==> src/rtl/flt_pkg.sv <==
// ----------------------------------------------------------------------------
// flt_pkg - shared types and constants for the frame latency monitor
// Stamp layout, nanosecond limits and the stage payload record.
// ----------------------------------------------------------------------------
package flt_pkg;

  localparam int unsigned STAMP_LEN = 10;   // bytes in a transmit stamp
  localparam int unsigned SEC_BYTES = 6;    // big-endian seconds bytes
  localparam int unsigned NS_BYTES  = 4;    // big-endian nanoseconds bytes
  localparam int unsigned CNT_W     = 4;    // width of the in-frame byte count

  localparam logic [29:0] NS_PER_SEC = 30'd1000000000;
  localparam logic [29:0] NS_MAX     = 30'd999999999;

  // Result of the stamp stage, handed to the statistics stage
  typedef struct packed {
    logic        test;
    logic        bad;
    logic [29:0] lat;
  } stamp_res_t;

endpackage

==> src/rtl/frame_timestamp_latency_monitor.sv <==
// ----------------------------------------------------------------------------
// frame_timestamp_latency_monitor - embedded timestamp latency monitor
// Extracts a transmit stamp from each frame tail and tracks latency stats.
// ----------------------------------------------------------------------------
// Usage:
//   Input channel (in_valid / in_stall): one frame byte per beat, with
//   last_byte marking the end of the frame. rx_seconds and rx_nanoseconds
//   are sampled only on the last beat. The ten bytes ending at the last
//   beat are a big-endian stamp: 48-bit seconds then 32-bit nanoseconds.
//   Output channel (out_valid / out_stall): one result beat per frame,
//   none for other bytes. Min, max and both counters show the running
//   statistics as they stand after that frame.
//   Path: a frame result passes through the stamp stage register, loaded
//   when its last byte is accepted, then the output register, loaded when
//   that is empty or drained. Throughput: one byte per cycle while in_stall
//   is low; the stamp compare and the min/max update are combinational.
//   Stall: while the output register holds an unaccepted result, a further
//   frame result may wait in the stamp stage; in_stall rises only when
//   both are full, so non-final bytes keep flowing otherwise.
//   Reset: clears the stamp buffer, byte count, counters and min/max; no
//   result is pending afterwards.
// ----------------------------------------------------------------------------
module frame_timestamp_latency_monitor #(
  parameter int unsigned COUNTER_BITS = 32
) (
  input  logic        clk,
  input  logic        rst,
  // frame byte channel
  input  logic        in_valid,
  output logic        in_stall,
  input  logic [7:0]  data_byte,
  input  logic        last_byte,
  input  logic [63:0] rx_seconds,
  input  logic [29:0] rx_nanoseconds,
  // result channel
  output logic        out_valid,
  input  logic        out_stall,
  output logic        is_test_frame,
  output logic        bad_frame,
  output logic [29:0] latency_ns,
  output logic [29:0] min_latency_ns,
  output logic [29:0] max_latency_ns,
  output logic [31:0] total_frame_count,
  output logic [31:0] test_frame_count
);

  // --- state ----------------------------------------------------------------
  logic [7:0]                   tail_bytes [flt_pkg::STAMP_LEN]; // [0] oldest
  logic [7:0]                   tail_next  [flt_pkg::STAMP_LEN];
  logic [flt_pkg::CNT_W-1:0]    bytes_in_frame;
  logic [flt_pkg::CNT_W-1:0]    bytes_next;
  logic [COUNTER_BITS-1:0]      frames_seen;
  logic [COUNTER_BITS-1:0]      test_frames_seen;
  logic [COUNTER_BITS-1:0]      test_frames_next;
  logic [29:0]                  least_latency;
  logic [29:0]                  greatest_latency;

  // stamp stage register
  logic                         s1_valid;
  flt_pkg::stamp_res_t          s1_res;
  flt_pkg::stamp_res_t          s1_res_next;

  // handshake
  logic                         in_acc;
  logic                         out_load;
  logic                         seed;

  // stamp decode
  logic [47:0]                  tx_s;
  logic [31:0]                  tx_ns;
  logic [29:0]                  rx_ns;
  logic [30:0]                  wrap_sum;

  // --- flow control -----------------------------------------------------------
  // Stats stage moves when the output register is empty or being drained.
  assign out_load = s1_valid && (!out_valid || !out_stall);
  assign in_stall = s1_valid && out_valid && out_stall;
  assign in_acc   = in_valid && !in_stall;

  // --- stamp stage: shift tail, decode stamp, subtract -----------------------
  always_comb begin
    for (int i = 0; i < flt_pkg::STAMP_LEN - 1; i++) begin
      tail_next[i] = tail_bytes[i+1];
    end
    tail_next[flt_pkg::STAMP_LEN-1] = data_byte;

    for (int i = 0; i < flt_pkg::SEC_BYTES; i++) begin
      tx_s[47-8*i -: 8] = tail_next[i];
    end
    for (int i = 0; i < flt_pkg::NS_BYTES; i++) begin
      tx_ns[31-8*i -: 8] = tail_next[flt_pkg::SEC_BYTES+i];
    end

    // byte count saturates at the stamp length
    if (bytes_in_frame < flt_pkg::CNT_W'(flt_pkg::STAMP_LEN)) begin
      bytes_next = bytes_in_frame + 1'b1;
    end else begin
      bytes_next = bytes_in_frame;
    end

    // clamp an out-of-range receive nanosecond value
    rx_ns = (rx_nanoseconds > flt_pkg::NS_MAX) ? flt_pkg::NS_MAX : rx_nanoseconds;

    // borrow case: rx_ns + 1e9 - tx_ns, always below 1e9 when taken
    wrap_sum = {1'b0, rx_ns} + {1'b0, flt_pkg::NS_PER_SEC} - {1'b0, tx_ns[29:0]};

    s1_res_next.bad  = (bytes_next < flt_pkg::CNT_W'(flt_pkg::STAMP_LEN)) ||
                       (tx_ns >= {2'b00, flt_pkg::NS_PER_SEC});
    s1_res_next.test = 1'b0;
    s1_res_next.lat  = '0;
    if (!s1_res_next.bad) begin
      if ((rx_seconds == {16'd0, tx_s}) && (rx_ns >= tx_ns[29:0])) begin
        s1_res_next.test = 1'b1;
        s1_res_next.lat  = rx_ns - tx_ns[29:0];
      end else if ((rx_seconds == {15'd0, {1'b0, tx_s} + 49'd1}) &&
                   (rx_ns < tx_ns[29:0])) begin
        s1_res_next.test = 1'b1;
        s1_res_next.lat  = wrap_sum[29:0];
      end
    end
  end

  always_ff @(posedge clk) begin
    if (rst) begin
      for (int i = 0; i < flt_pkg::STAMP_LEN; i++) begin
        tail_bytes[i] <= '0;
      end
      bytes_in_frame <= '0;
      s1_valid       <= 1'b0;
    end else begin
      if (in_acc) begin
        tail_bytes     <= tail_next;
        bytes_in_frame <= last_byte ? '0 : bytes_next;
        s1_valid       <= last_byte;
      end else if (out_load) begin
        s1_valid <= 1'b0;
      end
    end
  end

  always_ff @(posedge clk) begin
    if (in_acc && last_byte) begin
      s1_res <= s1_res_next;
    end
  end

  // --- statistics stage --------------------------------------------------------
  // Counters and min/max only change on a load, so they drive the ports directly.
  assign test_frames_next = test_frames_seen + COUNTER_BITS'(1);
  assign seed             = test_frames_next <= COUNTER_BITS'(1);

  always_ff @(posedge clk) begin
    if (rst) begin
      frames_seen      <= '0;
      test_frames_seen <= '0;
      least_latency    <= '0;
      greatest_latency <= '0;
      out_valid        <= 1'b0;
    end else begin
      if (out_load) begin
        out_valid   <= 1'b1;
        frames_seen <= frames_seen + COUNTER_BITS'(1);
        if (s1_res.test) begin
          test_frames_seen <= test_frames_next;
          if (seed || (s1_res.lat > greatest_latency)) begin
            greatest_latency <= s1_res.lat;
          end
          if (seed || (s1_res.lat < least_latency)) begin
            least_latency <= s1_res.lat;
          end
        end
      end else if (!out_stall) begin
        out_valid <= 1'b0;
      end
    end
  end

  always_ff @(posedge clk) begin
    if (out_load) begin
      is_test_frame <= s1_res.test;
      bad_frame     <= s1_res.bad;
      latency_ns    <= s1_res.lat;
    end
  end

  assign min_latency_ns    = least_latency;
  assign max_latency_ns    = greatest_latency;
  assign total_frame_count = 32'(frames_seen);
  assign test_frame_count  = 32'(test_frames_seen);

endmodule

==> config.mk <==
export PLATFORM = sky130hd
export DESIGN_NAME = frame_timestamp_latency_monitor
export DESIGN_NICKNAME = d
export VERILOG_FILES = /design/src/rtl/flt_pkg.sv /design/src/rtl/frame_timestamp_latency_monitor.sv
export SDC_FILE = /design/constraint.sdc
export NUM_CORES = 1
export LEC_CHECK = 0
export ABC_AREA = 1
export BUFFER_PORTS_ARGS = -buffer_cell sky130_fd_sc_hd__buf_2
export CAP_MARGIN = 20
export CELL_PAD_IN_SITES_DETAIL_PLACEMENT = 2
export CELL_PAD_IN_SITES_GLOBAL_PLACEMENT = 2
export CORE_MARGIN = 2
export CORE_UTILIZATION = 36
export DETAILED_ROUTE_END_ITERATION = 6
export PLACE_DENSITY_LB_ADDON = 0.1
export SLEW_MARGIN = 10
export SYNTH_ARGS = -nofsm -noshare
export SYNTH_HDL_FRONTEND = slang
export SYNTH_SLANG_ARGS = --single-unit
==> constraint.sdc <==
create_clock -name clk -period 6.7 [get_ports clk]
set_input_delay 0.335 -clock clk [delete_from_list [all_inputs] [get_ports clk]]
set_output_delay 0.335 -clock clk [all_outputs]
set_load 0.005 [all_outputs]
==> impl_metrics.py <==
metrics = {
    "drt": {
        "viasPerCell": 5.393,
        "drt_iter0_drc": 951,
        "drt-total-wl_mm": 83.12,
        "first_pass_iters": 5,
        "wire_per_inst_um": 22.05,
        "drc_errors": 0,
        "route.vias.total": 20330,
        "postRouteAntennaNets": 0,
    },
    "pwr": {
        "p_per_area_mw_per_mm2": 212.7,
        "totalPowerFinal_w": 0.004810,
        "peakVddDrop_mv": 0.1554,
        "p_clk_share_pct": 37.6,
        "power_frac_seq_pct": 37.5,
        "switching_share_pct": 35.29,
        "combPwrFrac_pct": 24.9,
        "intPower_w": 0.003112,
        "switching_power_w": 0.001698,
        "p_leak_nw": 10.02,
    },
    "die": {
        "core.rowCount": 85,
        "fp.dieW_um": 237.2,
        "die_h_um": 237.2,
        "initial_core_util_pct": 36.39,
        "core-area_sq_mm": 0.05381,
        "die-area_sq_mm": 0.05627,
        "pin_count": 265,
    },
    "synthesis": {
        "synthDistinctLibCells": 63,
        "synth_edf_count": 64,
        "ys_seq_area_share_pct": 30.47,
        "syn-cell-area_sq_mm": 0.01958,
        "postSynthAreaPerCell_sq_um": 6.951,
        "synthFlopType": "dfxtp_1",
        "syn_inst": 2817,
        "async_flop_share_pct": 0,
        "yosys_warnings": 0,
        "syn_nets": 3074,
        "synth-seq-cells": 266,
    },
    "job": {
        "cap_violations": 0,
    },
    "setup_path": {
        "ff2ff_setup_slack_ns": 2.52,
        "timing.rr.start": "test_frame_count[0]",
        "worstSetupStartpointType": "input pin",
        "r2r_cells": 16,
        "crit_path_end_kind": "flop",
        "crit_type": "input pin to flop",
        "worst-path-max-fanout": 26,
        "worstReg2RegEnd": "min_latency_ns[20]",
        "worstPathArrival_ns": 4.95,
        "worstPathRequired_ns": 7.09,
    },
    "clock_tree": {
        "clock_path_buffers": 3,
        "root_buffer": "clkbuf_16",
        "clkSinkCount": 266,
        "cts_tree": "done",
        "cts_buffers": 34,
        "clk_latency_ns": 0.56,
        "cts_max_level": 2,
        "postCtsResizedCells": 0,
        "holdBufCountCts": 0,
        "post_cts_buffers": 0,
        "clk_pin_slew_ns": 0.06,
    },
    "global_route": {
        "grt_pass1_wl_mm": 128.5,
        "first_global_vias": 21900,
        "antenna_found_initial": 7,
        "gr-total-overflow": 0,
        "grt.total_usage_pct": 29.23,
        "grt_max_degree": 110,
    },
    "sta": {
        "max_freq_ghz": 0.2193,
        "slew_headroom_pct": 32.40,
        "finalHoldViolations": 0,
        "worst_pin_slew_ns": 1.014,
        "post-route-period-util_pct": 68.05,
        "setup_viol": 0,
        "drv_slew": 0,
        "tns_ns": 0,
        "rsz0062_at_grt": "no",
        "fin_skew_ns": 0.02094,
        "fin_crit_ns": 4.560,
    },
    "cells_and_area": {
        "fin_nets": 3300,
        "area_growth_pct": 15.46,
        "final_area_sq_mm": 0.02261,
        "drive_gt1_share_pct": 13.52,
        "layout_common_cells": "476 x nand2_1, 445 x inv_1, 301 x nor2_1, 274 x a21oi_1, 264 x buf_2",
        "layout_commonest_cell": "nand2_1",
    },
    "outcome": {
        "status": "finished clean",
    },
    "placed_design": {
        "port_buffers": 264,
        "dpl_cell_area_sq_mm": 0.02148,
        "place_congestion": 0.9496,
        "dp_hpwl_mm": 66.48,
    },
    "worst_hold_path": {
        "hold_path.class": "input pin to flop",
        "hold_depth": 3,
        "holdCritStartpoint": "data_byte[0]",
        "holdPathEnd": "tail_bytes[0]",
    },
}
per-stage QoR:
| step | hold WS [ns] | util, % | std cells | worst slack, ns |
|---|---|---|---|---|
| floorplan | 0.4003 | - | 2817 | 2.731 |
| global placement | 0.4276 | 39.87 | 3700 | 1.772 |
| detailed placement | 0.4127 | 39.91 | 3701 | 1.443 |
| CTS | 0.09577 | 41.89 | 3763 | 2.017 |
| global route | 0.1153 | 42.01 | 3768 | 1.690 |
| finish | 0.1176 | 42.01 | 3769 | 2.140 |
worst max-delay path, cell delays in order:
cell and delay, ns:
buf_2 0.12, nand2_1 0.10, inv_1 0.06, nand3_1 0.06
nand2_1 0.11, a21oi_4 0.23, nand2_4 0.24, nor2_1 0.26
inv_1 0.07, ha_1 0.20, inv_1 0.07, fa_1 0.52
nor2_1 0.16, inv_1 0.09, nor3_1 0.29, nand3_1 0.15
nand2_1 0.21, inv_1 0.06, o21ai_0 0.72, nand2_1 0.14
nand2_1 0.14, nand2_1 0.07, nand2_1 0.09, xor2_1 0.18
nand3_2 0.09, a21oi_2 0.17
logic make-up (layout without fill, tap and decap cells):
| logic type | after synthesis | in the layout | synth area share [%] |
|---|---|---|---|
| other | 0 | 4 | 0 |
| xor gates and xnor gates | 141 | 141 | 6.377 |
| and+or+nand+nor | 1213 | 1213 | 28.19 |
| adders and majority gates | 150 | 150 | 10.24 |
| buffers and inverters | 539 | 791 | 10.78 |
| DFF | 266 | 266 | 30.47 |
| AOI/OAI and AO/OA | 508 | 508 | 13.95 |
layout make-up:
| cell class | instances | area [sq um] |
|---|---|---|
| Clock inverter | 14 | 91.34 |
| Tap cell | 696 | 870.8 |
| Antenna cell | 4 | 10.01 |
| Sequential cell | 266 | 5966 |
| Inverter | 452 | 1704 |
| Multi-Input combinational cell | 2012 | 11520 |
| Timing Repair Buffer | 277 | 1471 |
| Clock buffer | 48 | 975.9 |
| Fill cell | 6535 | 31200 |
how the worst max path moves through the flow:
stage	slack (ns)	cells past startpoint	start	to
detailed placement	1.44	25	rx_nanoseconds[29]	s1_res[0]
CTS	2.02	23	rx_nanoseconds[29]	s1_res[11]
finish	2.14	26	rx_nanoseconds[29]	s1_res[18]
global placement	1.77	25	rx_nanoseconds[29]	s1_res[0]
global route	1.69	26	rx_nanoseconds[29]	s1_res[18]
floorplan	2.73	25	rx_nanoseconds[29]	s1_res[21]
synthesized netlist by cell type (4+ instances only):
master	instances	area (sq um)
nor2_4	6	67.56
nand2_1	477	1790
fa_1	17	340.3
nand2_2	8	50.05
nor4_1	28	175.2
clkbuf_1	52	195.2
a21oi_1	274	1371
buf_1	11	41.29
or2_2	5	31.28
o211ai_1	6	45.04
a31oi_1	6	37.54
edfxtp_1	64	1922
o21bai_1	8	60.06
inv_1	446	1674
ha_1	133	1664
nor3_1	70	350.3
nor3b_1	4	30.03
buf_2	16	80.08
nor3_2	5	50.05
o21ai_0	169	845.8
nand4_1	63	394.1
o21a_1	10	75.07
xnor2_1	28	245.2
nor2_1	302	1134
nand3_2	16	160.2
a21oi_2	10	87.58
o21ai_1	4	20.02
dfxtp_1	202	4044
buf_6	6	67.56
nor2_2	14	87.58
inv_2	5	18.77
nand3_1	195	975.9
nand3b_1	5	37.54
xor2_1	112	980.9
layer usage:
layer	vias to the layer above	global-route usage, %	wire length [um]
li1	9695	-	-
met5	-	0	22
met1	10090	37.80	37340
met3	124	4.262	3546
met2	412	50.12	39700
met4	4	9.301	2515
state kept, by name, summed over array words and instances (netlist names):
name,flops
bad_frame,1
bytes_in_frame,4
is_test_frame,1
latency_ns,30
max_latency_ns,30
min_latency_ns,30
out_valid,1
s1_res,32
s1_valid,1
tail_bytes,72
test_frame_count,32
total_frame_count,32
power by group through the flow:
stage | combinational (W) | sequential (W) | clock (W)
floorplan | 0.000743 | 0.00180 | 0
global placement | 0.00113 | 0.00183 | 0
detailed placement | 0.00117 | 0.00184 | 0
CTS | 0.00118 | 0.00180 | 0.00186
global route | 0.00133 | 0.00181 | 0.00192
finish | 0.00120 | 0.00180 | 0.00181
Power figures use the tool's default switching activity.
